[config.mk]
export PLATFORM = sky130hd
export DESIGN_NAME = joystick_axis_calibrate_scale
export DESIGN_NICKNAME = d
export VERILOG_FILES = /design/src/rtl/core/jacs_pkg.sv /design/src/rtl/core/jacs_lane.sv /design/src/rtl/core/jacs_cal.sv /design/src/rtl/core/jacs_merge.sv /design/src/rtl/core/joystick_axis_calibrate_scale.sv
export SDC_FILE = /design/constraint.sdc
export NUM_CORES = 2
export LEC_CHECK = 0
export BUFFER_PORTS_ARGS = -buffer_cell sky130_fd_sc_hd__buf_2
export CORE_MARGIN = 3
export CORE_UTILIZATION = 55
export DETAILED_ROUTE_END_ITERATION = 8
export PLACE_DENSITY = 0.72
export SYNTH_ARGS = -nofsm -noshare
export SYNTH_HDL_FRONTEND = slang
export SYNTH_SLANG_ARGS = --single-unit
export TNS_END_PERCENT = 30
[constraint.sdc]
create_clock -name clk_i -period 6.4 [get_ports clk_i]
set_input_delay 0.96 -clock clk_i [delete_from_list [all_inputs] [get_ports clk_i]]
set_output_delay 0.96 -clock clk_i [all_outputs]
set_load 0.01 [all_outputs]
[src/rtl/core/jacs_pkg.sv]
package jacs_pkg;

  localparam int unsigned CFG_IDX_W = 3;
  localparam int unsigned CFG_DATA_W = 8;
  localparam int unsigned OUT_BITS = 8;

  localparam logic [7:0] CENTRE_OUT = 8'd127;
  localparam logic [7:0] FULL_OUT   = 8'd254;
  localparam logic [7:0] ZERO_OUT   = 8'd0;

  // Register map of the configuration channel
  typedef enum logic [CFG_IDX_W-1:0] {
    CFG_DB_LEFT  = 3'd0,
    CFG_DB_RIGHT = 3'd1,
    CFG_EARLY_LX = 3'd2,
    CFG_EARLY_LY = 3'd3,
    CFG_EARLY_RX = 3'd4,
    CFG_EARLY_RY = 3'd5,
    CFG_INVERT   = 3'd6
  } cfg_idx_e;

  localparam logic [7:0] RST_DEADBAND = 8'd10;
  localparam logic [7:0] RST_EARLY    = 8'd30;
  localparam logic [3:0] RST_INVERT   = 4'd12;

  // Factory extents, lx, ly, rx, ry; further axes repeat the pattern
  localparam logic [15:0] RST_MIN [4] = '{16'd330, 16'd205, 16'd300, 16'd215};
  localparam logic [15:0] RST_MID [4] = '{16'd512, 16'd477, 16'd525, 16'd529};
  localparam logic [15:0] RST_MAX [4] = '{16'd830, 16'd635, 16'd780, 16'd730};

  typedef struct packed {
    logic       done;
    logic [7:0] res;
  } lane_out_t;

  typedef struct packed {
    logic [1:0] phase;
    logic       done;
  } cal_stat_t;

  typedef struct packed {
    logic pending;
    logic report;
  } item_ctl_t;

endpackage

[src/rtl/core/jacs_lane.sv]
module jacs_lane #(
  parameter int SAMPLE_BITS = 10
) (
  input  logic                   clk_i,
  input  logic                   rst_ni,
  input  logic                   start_i,
  input  logic                   take_i,
  input  logic [SAMPLE_BITS-1:0] v_i,
  input  logic [SAMPLE_BITS-1:0] min_i,
  input  logic [SAMPLE_BITS-1:0] mid_i,
  input  logic [SAMPLE_BITS-1:0] max_i,
  input  logic [7:0]             db_i,
  input  logic [7:0]             es_i,
  output jacs_pkg::lane_out_t    out_o
);
  import jacs_pkg::*;

  localparam int SB = SAMPLE_BITS;
  localparam int W  = SAMPLE_BITS + 3;
  localparam int NB = W + 6;
  localparam int CW = $clog2(NB);
  localparam logic [CW-1:0] LAST_CNT = CW'(NB - 1);

  typedef enum logic [2:0] {
    L_IDLE, L_HALF, L_CLASS, L_LOAD, L_DIV, L_FIX, L_DONE
  } lane_state_e;

  lane_state_e          state_q;
  logic [SB-1:0]        v_q, mn_q, md_q, mx_q;
  logic [7:0]           db_q, es_q;
  logic signed [W-1:0]  i_q, mid_q, top_q;
  logic signed [W-1:0]  num_q, den_q;
  logic                 fixed_q;
  logic [7:0]           res_q, olo_q;
  logic [NB-1:0]        quo_q;
  logic [W-1:0]         rem_q, dmag_q;
  logic                 neg_q;
  logic [CW-1:0]        cnt_q;

  // (a - b) / 2, truncated toward zero
  function automatic logic signed [W-1:0] half_diff(input logic [SB-1:0] a,
                                                     input logic [SB-1:0] b);
    logic signed [SB:0] d;
    logic signed [SB:0] h;
    d = $signed({1'b0, a}) - $signed({1'b0, b});
    h = (d + $signed({{SB{1'b0}}, d[SB]})) >>> 1;
    return $signed({{2{h[SB]}}, h});
  endfunction

  // classification of the halved sample
  logic signed [W-1:0] es_s, db_s, mpd, mmd, tme;
  logic signed [W-1:0] num_d, den_d;
  logic                fixed_d;
  logic [7:0]          fres_d, olo_d;

  always_comb begin
    es_s    = $signed({{(W-8){1'b0}}, es_q});
    db_s    = $signed({{(W-8){1'b0}}, db_q});
    mpd     = mid_q + db_s;
    mmd     = mid_q - db_s;
    tme     = top_q - es_s;
    num_d   = i_q;
    den_d   = mmd;
    olo_d   = ZERO_OUT;
    fixed_d = 1'b1;
    fres_d  = CENTRE_OUT;
    priority if (i_q < mpd && i_q > mmd) begin
      fres_d = CENTRE_OUT;
    end else if (i_q < mid_q) begin
      if (i_q > es_s) begin
        fixed_d = 1'b0;
      end else begin
        fres_d = ZERO_OUT;
      end
    end else begin
      if (i_q < tme) begin
        fixed_d = 1'b0;
        num_d   = i_q - mpd;
        den_d   = top_q - mpd;
        olo_d   = CENTRE_OUT;
      end else begin
        fres_d = FULL_OUT;
      end
    end
  end

  // operand preparation for the divider
  logic signed [W+6:0] prod;
  logic [W+6:0]        pmag;
  logic [W-1:0]        dmag_d;

  always_comb begin
    prod   = $signed({num_q, 7'b0}) - $signed({{7{num_q[W-1]}}, num_q});
    pmag   = prod[W+6] ? (~prod + 1'b1) : prod;
    dmag_d = den_q[W-1] ? (~den_q + 1'b1) : den_q;
  end

  // one quotient bit per cycle
  logic [W:0]   rem_sh;
  logic         ge;
  logic [W-1:0] rem_d;
  logic [7:0]   q8, res_fix;

  always_comb begin
    rem_sh  = {rem_q, quo_q[NB-1]};
    ge      = rem_sh >= {1'b0, dmag_q};
    rem_d   = ge ? W'(rem_sh - {1'b0, dmag_q}) : rem_sh[W-1:0];
    q8      = quo_q[7:0];
    res_fix = (neg_q ? (~q8 + 8'd1) : q8) + olo_q;
  end

  always_ff @(posedge clk_i or negedge rst_ni) begin
    if (!rst_ni) begin
      state_q <= L_IDLE;
      v_q     <= '0;
      mn_q    <= '0;
      md_q    <= '0;
      mx_q    <= '0;
      db_q    <= '0;
      es_q    <= '0;
      i_q     <= '0;
      mid_q   <= '0;
      top_q   <= '0;
      num_q   <= '0;
      den_q   <= '0;
      fixed_q <= 1'b0;
      res_q   <= '0;
      olo_q   <= '0;
      quo_q   <= '0;
      rem_q   <= '0;
      dmag_q  <= '0;
      neg_q   <= 1'b0;
      cnt_q   <= '0;
    end else begin
      unique case (state_q)
        L_IDLE: begin
          if (start_i) begin
            v_q     <= v_i;
            mn_q    <= min_i;
            md_q    <= mid_i;
            mx_q    <= max_i;
            db_q    <= db_i;
            es_q    <= es_i;
            state_q <= L_HALF;
          end
        end
        L_HALF: begin
          i_q     <= half_diff(v_q, mn_q);
          mid_q   <= half_diff(md_q, mn_q);
          top_q   <= half_diff(mx_q, mn_q);
          state_q <= L_CLASS;
        end
        L_CLASS: begin
          num_q   <= num_d;
          den_q   <= den_d;
          olo_q   <= olo_d;
          fixed_q <= fixed_d;
          res_q   <= fres_d;
          state_q <= L_LOAD;
        end
        L_LOAD: begin
          if (fixed_q) begin
            state_q <= L_DONE;
          end else if (den_q == '0) begin
            res_q   <= CENTRE_OUT;
            state_q <= L_DONE;
          end else begin
            quo_q   <= pmag[NB-1:0];
            rem_q   <= '0;
            dmag_q  <= dmag_d;
            neg_q   <= prod[W+6] ^ den_q[W-1];
            cnt_q   <= LAST_CNT;
            state_q <= L_DIV;
          end
        end
        L_DIV: begin
          rem_q <= rem_d;
          quo_q <= {quo_q[NB-2:0], ge};
          cnt_q <= cnt_q - 1'b1;
          if (cnt_q == '0) begin
            state_q <= L_FIX;
          end
        end
        L_FIX: begin
          res_q   <= res_fix;
          state_q <= L_DONE;
        end
        L_DONE: begin
          if (take_i) begin
            state_q <= L_IDLE;
          end
        end
        default: state_q <= L_IDLE;
      endcase
    end
  end

  assign out_o.done = (state_q == L_DONE);
  assign out_o.res  = res_q;

endmodule

[src/rtl/core/jacs_cal.sv]
module jacs_cal #(
  parameter int AXES        = 4,
  parameter int SAMPLE_BITS = 10
) (
  input  logic                   clk_i,
  input  logic                   rst_ni,
  input  logic                   step_i,
  input  logic                   confirm_i,
  input  logic                   request_i,
  input  logic [SAMPLE_BITS-1:0] v_i   [AXES],
  output logic [SAMPLE_BITS-1:0] min_o [AXES],
  output logic [SAMPLE_BITS-1:0] mid_o [AXES],
  output logic [SAMPLE_BITS-1:0] max_o [AXES],
  output jacs_pkg::cal_stat_t    stat_o
);
  import jacs_pkg::*;

  typedef enum logic [1:0] {
    STEP_CENTRE = 2'd1,
    STEP_INIT   = 2'd2,
    STEP_TRACK  = 2'd3
  } cal_step_e;

  cal_step_e step_q;
  logic      active_q;
  logic      done_q;

  always_ff @(posedge clk_i or negedge rst_ni) begin
    if (!rst_ni) begin
      step_q   <= STEP_CENTRE;
      active_q <= 1'b0;
      done_q   <= 1'b0;
    end else if (step_i) begin
      done_q <= 1'b0;
      if (active_q) begin
        unique case (step_q)
          STEP_CENTRE: if (confirm_i) step_q <= STEP_INIT;
          STEP_INIT:   step_q <= STEP_TRACK;
          STEP_TRACK: begin
            if (confirm_i) begin
              step_q   <= STEP_CENTRE;
              active_q <= 1'b0;
              done_q   <= 1'b1;
            end
          end
          default: ;
        endcase
      end
      // a request restarts the sequence from the centre capture
      if (request_i) begin
        active_q <= 1'b1;
        step_q   <= STEP_CENTRE;
      end
    end
  end

  for (genvar a = 0; a < AXES; a++) begin : g_axis
    logic [SAMPLE_BITS-1:0] min_q, mid_q, max_q;

    always_ff @(posedge clk_i or negedge rst_ni) begin
      if (!rst_ni) begin
        min_q <= RST_MIN[a % 4][SAMPLE_BITS-1:0];
        mid_q <= RST_MID[a % 4][SAMPLE_BITS-1:0];
        max_q <= RST_MAX[a % 4][SAMPLE_BITS-1:0];
      end else if (step_i && active_q) begin
        unique case (step_q)
          STEP_CENTRE: if (confirm_i) mid_q <= v_i[a];
          STEP_INIT: begin
            min_q <= mid_q;
            max_q <= '0;
          end
          STEP_TRACK: begin
            if (v_i[a] > max_q) max_q <= v_i[a];
            if (v_i[a] < min_q) min_q <= v_i[a];
          end
          default: ;
        endcase
      end
    end

    assign min_o[a] = min_q;
    assign mid_o[a] = mid_q;
    assign max_o[a] = max_q;
  end

  assign stat_o.phase = active_q ? 2'(step_q) : 2'd0;
  assign stat_o.done  = done_q;

endmodule

[src/rtl/core/jacs_merge.sv]
module jacs_merge #(
  parameter int AXES  = 4,
  parameter int OUT_W = 40
) (
  input  logic                clk_i,
  input  logic                rst_ni,
  input  jacs_pkg::item_ctl_t ctl_i,
  input  jacs_pkg::lane_out_t lane_i [AXES],
  input  jacs_pkg::cal_stat_t cal_i,
  input  logic                m_axis_tready_i,
  output logic                m_axis_tvalid_o,
  output logic [OUT_W-1:0]    m_axis_tdata_o,
  output logic                m_axis_tuser_o,
  output logic                load_o
);
  import jacs_pkg::*;

  localparam int FIELD_W = AXES * OUT_BITS + 3;

  logic             all_done;
  logic [OUT_W-1:0] tdata_d;
  logic             tvalid_q;
  logic [OUT_W-1:0] tdata_q;
  logic             tuser_q;

  always_comb begin
    all_done = 1'b1;
    tdata_d  = '0;
    for (int a = 0; a < AXES; a++) begin
      all_done = all_done & lane_i[a].done;
      tdata_d[a*OUT_BITS +: OUT_BITS] = ctl_i.report ? lane_i[a].res : CENTRE_OUT;
    end
    tdata_d[AXES*OUT_BITS +: 2] = cal_i.phase;
    tdata_d[FIELD_W-1]          = cal_i.done;
  end

  // load once every lane has finished (or at once for a calibration word) and the output word is free
  assign load_o = ctl_i.pending && (!ctl_i.report || all_done) &&
                  (!tvalid_q || m_axis_tready_i);

  always_ff @(posedge clk_i or negedge rst_ni) begin
    if (!rst_ni) begin
      tvalid_q <= 1'b0;
      tdata_q  <= '0;
      tuser_q  <= 1'b0;
    end else if (load_o) begin
      tvalid_q <= 1'b1;
      tdata_q  <= tdata_d;
      tuser_q  <= ctl_i.report;
    end else if (m_axis_tready_i) begin
      tvalid_q <= 1'b0;
    end
  end

  assign m_axis_tvalid_o = tvalid_q;
  assign m_axis_tdata_o  = tdata_q;
  assign m_axis_tuser_o  = tuser_q;

endmodule

[src/rtl/core/joystick_axis_calibrate_scale.sv]
// Path: the input word is registered, then each axis lane steps through half, class,
// load, bit-serial divide and fix; a lane with a fixed value skips divide and fix.
// Flow: a new input word is taken only once the last one is loaded for output; the
// bit-serial divider in each lane sets the pace; calibration words bypass the lanes.
// Reset: asynchronous, active low; restores factory extents and register defaults.
module joystick_axis_calibrate_scale #(
  parameter int AXES        = 4,
  parameter int SAMPLE_BITS = 10
) (
  input  logic                            clk_i,
  input  logic                            rst_ni,
  input  logic                            s_axis_tvalid_i,
  output logic                            s_axis_tready_o,
  // raw axes (SAMPLE_BITS each, lx first), confirm_button, calibrate_request
  input  logic [((AXES*SAMPLE_BITS+2+7)/8)*8-1:0] s_axis_tdata_i,
  output logic                            m_axis_tvalid_o,
  input  logic                            m_axis_tready_i,
  // out axes (8 bits each, lx first), cal_phase, cal_done
  output logic [((AXES*8+3+7)/8)*8-1:0]   m_axis_tdata_o,
  // reporting
  output logic                            m_axis_tuser_o,
  input  logic                            cfg_valid_i,
  output logic                            cfg_ready_o,
  input  logic [jacs_pkg::CFG_IDX_W-1:0]  cfg_index_i,
  input  logic [jacs_pkg::CFG_DATA_W-1:0] cfg_data_i
);
  import jacs_pkg::*;

  localparam int SB    = SAMPLE_BITS;
  localparam int OUT_W = ((AXES*8+3+7)/8)*8;

  // configuration registers
  logic [7:0] db_left_q, db_right_q;
  logic [7:0] early_q [4];
  logic [3:0] invert_q;

  always_ff @(posedge clk_i or negedge rst_ni) begin
    if (!rst_ni) begin
      db_left_q  <= RST_DEADBAND;
      db_right_q <= RST_DEADBAND;
      for (int k = 0; k < 4; k++) early_q[k] <= RST_EARLY;
      invert_q   <= RST_INVERT;
    end else if (cfg_valid_i) begin
      unique case (cfg_idx_e'(cfg_index_i))
        CFG_DB_LEFT:  db_left_q  <= cfg_data_i;
        CFG_DB_RIGHT: db_right_q <= cfg_data_i;
        CFG_EARLY_LX: early_q[0] <= cfg_data_i;
        CFG_EARLY_LY: early_q[1] <= cfg_data_i;
        CFG_EARLY_RX: early_q[2] <= cfg_data_i;
        CFG_EARLY_RY: early_q[3] <= cfg_data_i;
        CFG_INVERT:   invert_q   <= cfg_data_i[3:0];
        default: ;
      endcase
    end
  end

  assign cfg_ready_o = 1'b1;

  // input word capture
  logic          busy_q, go_q, report_q, confirm_q, request_q;
  logic [SB-1:0] v_q [AXES];
  logic          accept, load;
  cal_stat_t     cal_stat;
  item_ctl_t     ctl;

  assign s_axis_tready_o = !busy_q;
  assign accept          = s_axis_tvalid_i && !busy_q;

  always_ff @(posedge clk_i or negedge rst_ni) begin
    if (!rst_ni) begin
      busy_q <= 1'b0;
      go_q   <= 1'b0;
    end else begin
      go_q <= accept;
      if (accept) begin
        busy_q <= 1'b1;
      end else if (load) begin
        busy_q <= 1'b0;
      end
    end
  end

  logic cal_active_n;
  assign cal_active_n = (cal_stat.phase == 2'd0);

  always_ff @(posedge clk_i) begin
    if (accept) begin
      confirm_q <= s_axis_tdata_i[AXES*SB];
      request_q <= s_axis_tdata_i[AXES*SB+1];
      report_q  <= cal_active_n;
      for (int a = 0; a < AXES; a++) begin
        // inversion against full scale is a bitwise complement
        v_q[a] <= invert_q[a % 4] ? ~s_axis_tdata_i[a*SB +: SB]
                                  : s_axis_tdata_i[a*SB +: SB];
      end
    end
  end

  logic [SB-1:0] min_w [AXES];
  logic [SB-1:0] mid_w [AXES];
  logic [SB-1:0] max_w [AXES];

  jacs_cal #(
    .AXES       (AXES),
    .SAMPLE_BITS(SB)
  ) u_cal (
    .clk_i    (clk_i),
    .rst_ni   (rst_ni),
    .step_i   (go_q),
    .confirm_i(confirm_q),
    .request_i(request_q),
    .v_i      (v_q),
    .min_o    (min_w),
    .mid_o    (mid_w),
    .max_o    (max_w),
    .stat_o   (cal_stat)
  );

  lane_out_t lane_out [AXES];

  for (genvar a = 0; a < AXES; a++) begin : g_lane
    jacs_lane #(
      .SAMPLE_BITS(SB)
    ) u_lane (
      .clk_i  (clk_i),
      .rst_ni (rst_ni),
      .start_i(go_q && report_q),
      .take_i (load && report_q),
      .v_i    (v_q[a]),
      .min_i  (min_w[a]),
      .mid_i  (mid_w[a]),
      .max_i  (max_w[a]),
      .db_i   (a[1] ? db_right_q : db_left_q),
      .es_i   (early_q[a % 4]),
      .out_o  (lane_out[a])
    );
  end

  assign ctl.pending = busy_q && !go_q;
  assign ctl.report  = report_q;

  jacs_merge #(
    .AXES (AXES),
    .OUT_W(OUT_W)
  ) u_merge (
    .clk_i          (clk_i),
    .rst_ni         (rst_ni),
    .ctl_i          (ctl),
    .lane_i         (lane_out),
    .cal_i          (cal_stat),
    .m_axis_tready_i(m_axis_tready_i),
    .m_axis_tvalid_o(m_axis_tvalid_o),
    .m_axis_tdata_o (m_axis_tdata_o),
    .m_axis_tuser_o (m_axis_tuser_o),
    .load_o         (load)
  );

endmodule

* Word-level counts from Yosys, hierarchy flattened
Cells that the tools add are included.
** Word-level totals
- Flip-flop bits (word level) :: 990
- Output and inout bits :: 44
** Operators by class
- Add/subtract/negate cells :: 72
- Order comparisons :: 32
- Eq/ne operators :: 67
- Multiplexer cells :: 191
- Bitwise gates (word level) :: 31
- Reductions and logical operators :: 81
** Operators by type and width (number)
- 2-to-1 mux 13 bit :: 40
- 2-to-1 mux 8 bit :: 36
- 2-to-1 mux 19 bit :: 12
- one-hot mux 10 bit (2 select lines) :: 8
- one-hot mux 19 bit (2 select lines) :: 4
- adder 11 x 2 -> 11 bit :: 12
- subtractor 10 x 10 -> 11 bit :: 12
- 2-to-1 mux 10 bit :: 12
- one-hot mux 13 bit (2 select lines) :: 4
- one-hot mux 8 bit (3 select lines) :: 4
- subtractor 10 x 11 -> 12 bit :: 8
- less-than comparator 10 x 11 -> 1 bit :: 8
- subtractor 10 x 9 -> 11 bit :: 8
- one-hot mux 3 bit (7 select lines) :: 4
- less-than comparator 10 bit :: 8
- subtractor 20 x 13 -> 20 bit :: 4
- adder 19 x 1 -> 19 bit (second input constant) :: 4
- inverter 19 bit :: 4
- AND reduction 3 bit :: 25
- greater-or-equal comparator 14 x 13 -> 1 bit :: 4
- 2-to-1 mux 7 bit :: 8
- adder 13 x 1 -> 13 bit (second input constant) :: 4
- zero test 13 bit :: 4
- inverter 13 bit :: 4
- 38 further kinds :: 233

* Longest topological paths before layout
- Depth after elaboration :: 10
- Mapped depth :: 25
- Mapped depth without buffers :: 23

* Cells and area by module
Synthesis repeated with hierarchy kept, for this count alone.
** Second synthesis, totals
- Cells, all modules :: 7677
- Area, all modules :: 70466.3 um^2
** By module, submodules not included
- jacs_lane at g_lane[1].u_lane :: instances 1, cells each 1652, area each 14412.6 um^2, sequential area each 4354.2 um^2
- jacs_lane at g_lane[3].u_lane :: instances 1, cells each 1650, area each 14381.3 um^2, sequential area each 4354.2 um^2
- jacs_lane at g_lane[2].u_lane :: instances 1, cells each 1613, area each 14159.8 um^2, sequential area each 4354.2 um^2
- jacs_lane at g_lane[0].u_lane :: instances 1, cells each 1643, area each 14114.8 um^2, sequential area each 4354.2 um^2
- jacs_cal :: instances 1, cells each 707, area each 7606.0 um^2, sequential area each 3176.8 um^2
- joystick_axis_calibrate_scale :: instances 1, cells each 213, area each 3783.6 um^2, sequential area each 2670.1 um^2
- jacs_merge :: instances 1, cells each 199, area each 2008.2 um^2, sequential area each 925.9 um^2

* Worst setup path before layout
Ideal clock, no wire load.
- Path kind :: register to register
- Start :: register g_lane[3].u_lane.mid_q[0]
- End :: register g_lane[3].u_lane.res_q[1]
- Setup time :: 0.119 ns
- Arrival :: 4.364 ns
- Data required time :: 6.281 ns
- Path slack :: 1.917 ns
- Stages on the path, launching flop included :: 21
- Path through :: dfrtp_1 inv_1 ha_1 inv_1 fa_1 a21o_1 a21oi_1 o21bai_1 a21oi_1 o21bai_1 a21oi_1 xnor2_1 ha_1 a21o_1 a2111oi_0 a21o_1 o41a_1 nand2_1 o41ai_1 o21ai_0 o21a_1
** Between the ends
- Longest elaborated chain between the ends :: 5
- Elaborated cells on any way between the ends :: 9
- Classes of those cells :: add/sub (2); order compare (3); mux (3); reduce/logical (1)
** RTL lines
- start: declaration :: line jacs_lane.sv:31 : logic signed [W-1:0] i_q, mid_q, top_q;
- start signal: assignment :: line jacs_lane.sv:149 : mid_q <= half_diff(md_q, mn_q);
- adder 10 x 9 -> 11 bit / subtractor 10 x 9 -> 11 bit (equally long branches) :: line jacs_lane.sv:59, jacs_lane.sv:60
- less-than comparator 10 x 11 -> 1 bit / greater-than comparator 10 x 11 -> 1 bit (equally long branches) :: line jacs_lane.sv:67 : priority if (i_q < mpd && i_q > mmd) begin
- logical AND 1 bit :: line jacs_lane.sv:67
- 2-to-1 mux 8 bit (*) :: line jacs_lane.sv:67
- one-hot mux 8 bit (3 select lines) (*) :: line jacs_lane.sv:135 : unique case (state_q)
- end signal: assignment :: line jacs_lane.sv:158 : res_q <= fres_d;
- end signal: assignment :: line jacs_lane.sv:185 : res_q <= res_fix;
- end: declaration :: line jacs_lane.sv:34 : logic [7:0] res_q, olo_q;
Every way passes the cells marked *; elsewhere a longest branch is shown, timed or not.
A chain may end at the register's enable or synchronous reset.

* Worst setup path after layout
- Start :: register g_lane[3].u_lane.mid_q[0]
- End :: register g_lane[3].u_lane.num_q[5]
** Between the ends
- Longest elaborated chain between the ends :: 5
- Elaborated cells on any way between the ends :: 10
- Classes of those cells :: add/sub (3); order compare (3); mux (3); reduce/logical (1)
** RTL lines
- adder 10 x 9 -> 11 bit :: line jacs_lane.sv:59 : mpd = mid_q + db_s;
- subtractor 10 x 11 -> 12 bit :: line jacs_lane.sv:78 : num_d = i_q - mpd;
- 2-to-1 mux 13 bit :: line jacs_lane.sv:76 : if (i_q < tme) begin
- 2-to-1 mux 13 bit :: line jacs_lane.sv:69 : end else if (i_q < mid_q) begin
- 2-to-1 mux 13 bit (*) :: line jacs_lane.sv:67
- end signal: assignment :: line jacs_lane.sv:154 : num_q <= num_d;
- end: declaration :: line jacs_lane.sv:32 : logic signed [W-1:0] num_q, den_q;
Marks and branches as above.

==> flow_summary_export.csv <==
group,metric,value,unit
floorplan,core-area,120600,µm²
synthesis,synth_compound_area_share,16.82,%
detailed_routing,wl,166300,µm
layout,nets,8161,
placement,gp_congestion,0.9450,
setup_path,crit_start,"g_lane[3].u_lane.mid_q[0]$_DFFE_PN0P_",
synthesis,synth_seq_cells,954,
outcome,status,"finished, final reports clean",
sta,rsz0062_at_grt,"false",
setup_path,timing.reg2reg.setup_slack,1.06,ns
synthesis,yosys-mux-area-fraction,5.822,%
detailed_routing,antenna_left,0,
synthesis,synth_top_area_share,30.89,%
floorplan,die-area,126500,µm²
sta,max_freq,187.4,MHz
detailed_routing,vias,52850,
clocking,clkLatencyLatePin,0.72,ns
clocking,cts_resized,0,
synthesis,ys_top_cells_by_count,"dfrtp_1, o21ai_0, nand2_1",
clocking,numCtsBuffers,105,
setup_path,reg2reg_to,"g_lane[3].u_lane.num_q[5]$_DFFE_PN0P_",
synthesis,async_flop_share,95.49,%
clocking,postCtsSetupRepairBufs,0,
clocking,clk_path_buf_depth,3,
floorplan,fp-row-count,127,
synthesis,synth_most_common_cell,"dfrtp_1",
setup_path,worstPathRequired,7.05,ns
sta,fin_skew,0.02709,ns
clocking,path_clk_slew,0.06,ns
synthesis,avgSynthCellArea,9.089,µm²
sta,tightest_slew,1.242,ns
clocking,cts_tree,"yes",
setup_path,arrival,5.99,ns
sta,fin_tns_setup,0,ns
synthesis,ys_types,94,
synthesis,synth_top_family_by_area,"compound AO/OA/AOI/OAI gates",
clocking,cts_root_buf,"clkbuf_16",
setup_path,crit_type,"reg -> reg",
sta,setup_viol,0,
floorplan,io_pins,108,
clocking,postCtsHoldBufs,0,
floorplan,fp.dieW,355.7,µm
setup_path,worstSetupStartpointType,"register",
floorplan,die-height,355.7,µm
clocking,cts_sinks,954,
layout,fillers,10300,
synthesis,synth_edf_count,43,
detailed_routing,wl_per_cell,18.30,µm
layout,area_growth,8.358,%
detailed_routing,drc,0,
sta,fin_crit_sh,83.36,%
synthesis,synth_area,67240,µm²
synthesis,yosys_warnings,0,
layout,drive_above_1_share,10.07,%
setup_path,worstSetupEndpointType,"register",
worst_hold_path,hold_path.class,"in -> async",
sta,relSlewSlack,16.58,%
grt,antenna_found_initial,1,
clocking,htree_num_levels,3,
placement,numPortBuffers,95,
sta,finalHoldViolCount,0,
detailed_routing,viasPerCell,5.816,
placement,dp_hpwl,125500,µm
setup_path,reg2reg_depth,20,
synthesis,synth_cells,7398,
synthesis,synthSimpleGateAreaFrac,14.58,%
layout,diodes,0,
setup_path,critPathMaxFanout,12,
synthesis,ys.flop_type,"dfrtp_1",
synthesis,ys_seq_area_share,35.97,%
synthesis,netlist.top_cell.by_area,"dfrtp_1",
grt,grt_pass1_vias,50430,
grt,gr-total-overflow,0,
grt,grt_max_degree,166,
setup_path,timing.rr.start,"g_lane[3].u_lane.mid_q[0]$_DFFE_PN0P_",
sta,layout_min_cycle_time,5.335,ns
synthesis,synth_area_leaders,"dfrtp_1, ha_1, o21ai_0",
setup_path,endpoint,"g_lane[3].u_lane.num_q[5]$_DFFE_PN0P_",
detailed_routing,dr.pass1.iters,6,
floorplan,start_util,55.75,%
synthesis,synthAdderAreaFrac,13.92,%
grt,track_usage,26.22,%
grt,grt_pass1_wl,270400,µm
sta,slew_viol_final,0,
detailed_routing,drt-initial-drc-count,3570,
synthesis,synthXorXnorAreaFrac,7.977,%
flow_run,maxCapViolCount,0,
cells in the final DEF, fill, tap and decap left out, types with 51 or more instances in the layout:
cell type,n
xor2_1,218
nand2_1,720
nor2_1,411
and3_1,83
ha_1,672
xnor2_1,390
buf_4,58
dfrtp_1,830
a31oi_1,66
nand4_1,62
clkbuf_16,107
o31ai_1,51
mux2i_1,102
nand2b_1,98
or3_1,51
nand3_1,168
o21a_1,64
a21o_1,126
buf_2,94
inv_1,581
a22oi_1,65
mux2_2,257
nor2b_1,112
a21oi_1,346
o21ai_0,740
dfstp_2,81
nor3_1,155
layer usage:
layer / vias to the layer above / wire length (µm) / track usage, % / share of wire [%]
met5: - / 0 / 0 / 0
met4: 0 / 4486 / 7.213 / 2.7
met3: 217 / 8836 / 3.931 / 5.3
met2: 1138 / 73010 / 40.46 / 44
met1: 25440 / 79960 / 38.36 / 48
li1: 26060 / - / - / -
stage by stage:
stage	std cells	util (%)	hold WS [ns]	area, µm²	worst slack [ns]
6_report	9087	60.41	0.2564	72860	1.065
5_1_grt	9087	60.41	0.2675	72860	0.7187
3_5_place_dp	8890	57.42	0.4636	69260	1.283
2_1_floorplan	7402	-	0.4444	67260	1.917
4_1_cts	9087	60.41	0.2374	72860	1.145
3_3_place_gp	8890	57.42	0.4523	69260	1.312
layout make-up:
| cell class | instances | area (µm²) | area share (%) |
|---|---|---|---|
| timing repair buffer | 158 | 1021 | 1.401 |
| multi-input combinational | 5585 | 39850 | 54.69 |
| clock inverter | 61 | 710.7 | 0.9754 |
| inverter | 581 | 2181 | 2.993 |
| sequential | 954 | 24190 | 33.20 |
| tap | 1612 | 2017 | 2.768 |
| clock buffer | 136 | 2897 | 3.975 |
flip-flops by register name (all words and copies together), names as in the netlist, 35 cells and up:
| name | count |
|---|---|
| g_lane.u_lane.mn_q | 40 |
| u_cal.g_axis.mid_q | 40 |
| g_lane.u_lane.quo_q | 76 |
| u_merge.m_axis_tdata_o | 35 |
| g_lane.u_lane.i_q | 40 |
| u_cal.g_axis.min_q | 40 |
| g_lane.u_lane.md_q | 40 |
| u_cal.g_axis.max_q | 40 |
| g_lane.u_lane.mid_q | 40 |
| g_lane.u_lane.num_q | 48 |
| g_lane.u_lane.den_q | 48 |
| g_lane.u_lane.v_q | 40 |
| g_lane.u_lane.mx_q | 40 |
| v_q | 40 |
| g_lane.u_lane.dmag_q | 52 |
| g_lane.u_lane.top_q | 40 |
| g_lane.u_lane.rem_q | 52 |
worst max-delay path: stages, from the launching register on:
cell and delay (ns):
dfrtp_1 0.41, inv_1 0.07, ha_1 0.14, inv_1 0.06, fa_1 0.41, a21o_1 0.19, a21oi_1 0.25, o21bai_1 0.09
a21oi_1 0.25, o21bai_1 0.10, a21oi_1 0.27, xnor2_1 0.24, ha_1 0.31, a21o_1 0.16, a2111oi_0 0.56, a21o_1 0.24
o41a_1 0.17, and3_1 0.47, nand2_1 0.37, or3_1 0.45, nand2_1 0.06
logic make-up (layout without fill, tap and decap cells):
family / after synthesis / in the layout
other cells: 2 / 6
xor+xnor: 610 / 610
mux: 359 / 359
compound gates: 1831 / 1831
fa+ha+maj: 727 / 727
flops: 954 / 954
simple gates: 2052 / 2052
buf+inv: 863 / 936
worst min-delay path by stage:
| stage | from | end | slack [ns] |
|---|---|---|---|
| 3_3_place_gp | early_q[22]$_DFFE_PN0P_ | g_lane[1].u_lane.es_q[6]$_DFFE_PN0P_ | 0.45 |
| 2_1_floorplan | early_q[21]$_DFFE_PN0P_ | g_lane[1].u_lane.es_q[5]$_DFFE_PN0P_ | 0.44 |
| 6_report | rst_ni | g_lane[3].u_lane.rem_q[9]$_DFFE_PN0P_ | 0.26 |
| 3_5_place_dp | u_cal.g_axis[0].min_q[7]$_DFFE_PN0P_ | g_lane[0].u_lane.mn_q[7]$_DFFE_PN0P_ | 0.46 |
| 5_1_grt | rst_ni | g_lane[3].u_lane.rem_q[9]$_DFFE_PN0P_ | 0.27 |
| 4_1_cts | rst_ni | g_lane[3].u_lane.rem_q[9]$_DFFE_PN0P_ | 0.24 |
Power is left out: the tool's default activity adds up to more than one toggle a clock period on the data nets, which glitch-free logic cannot reach.
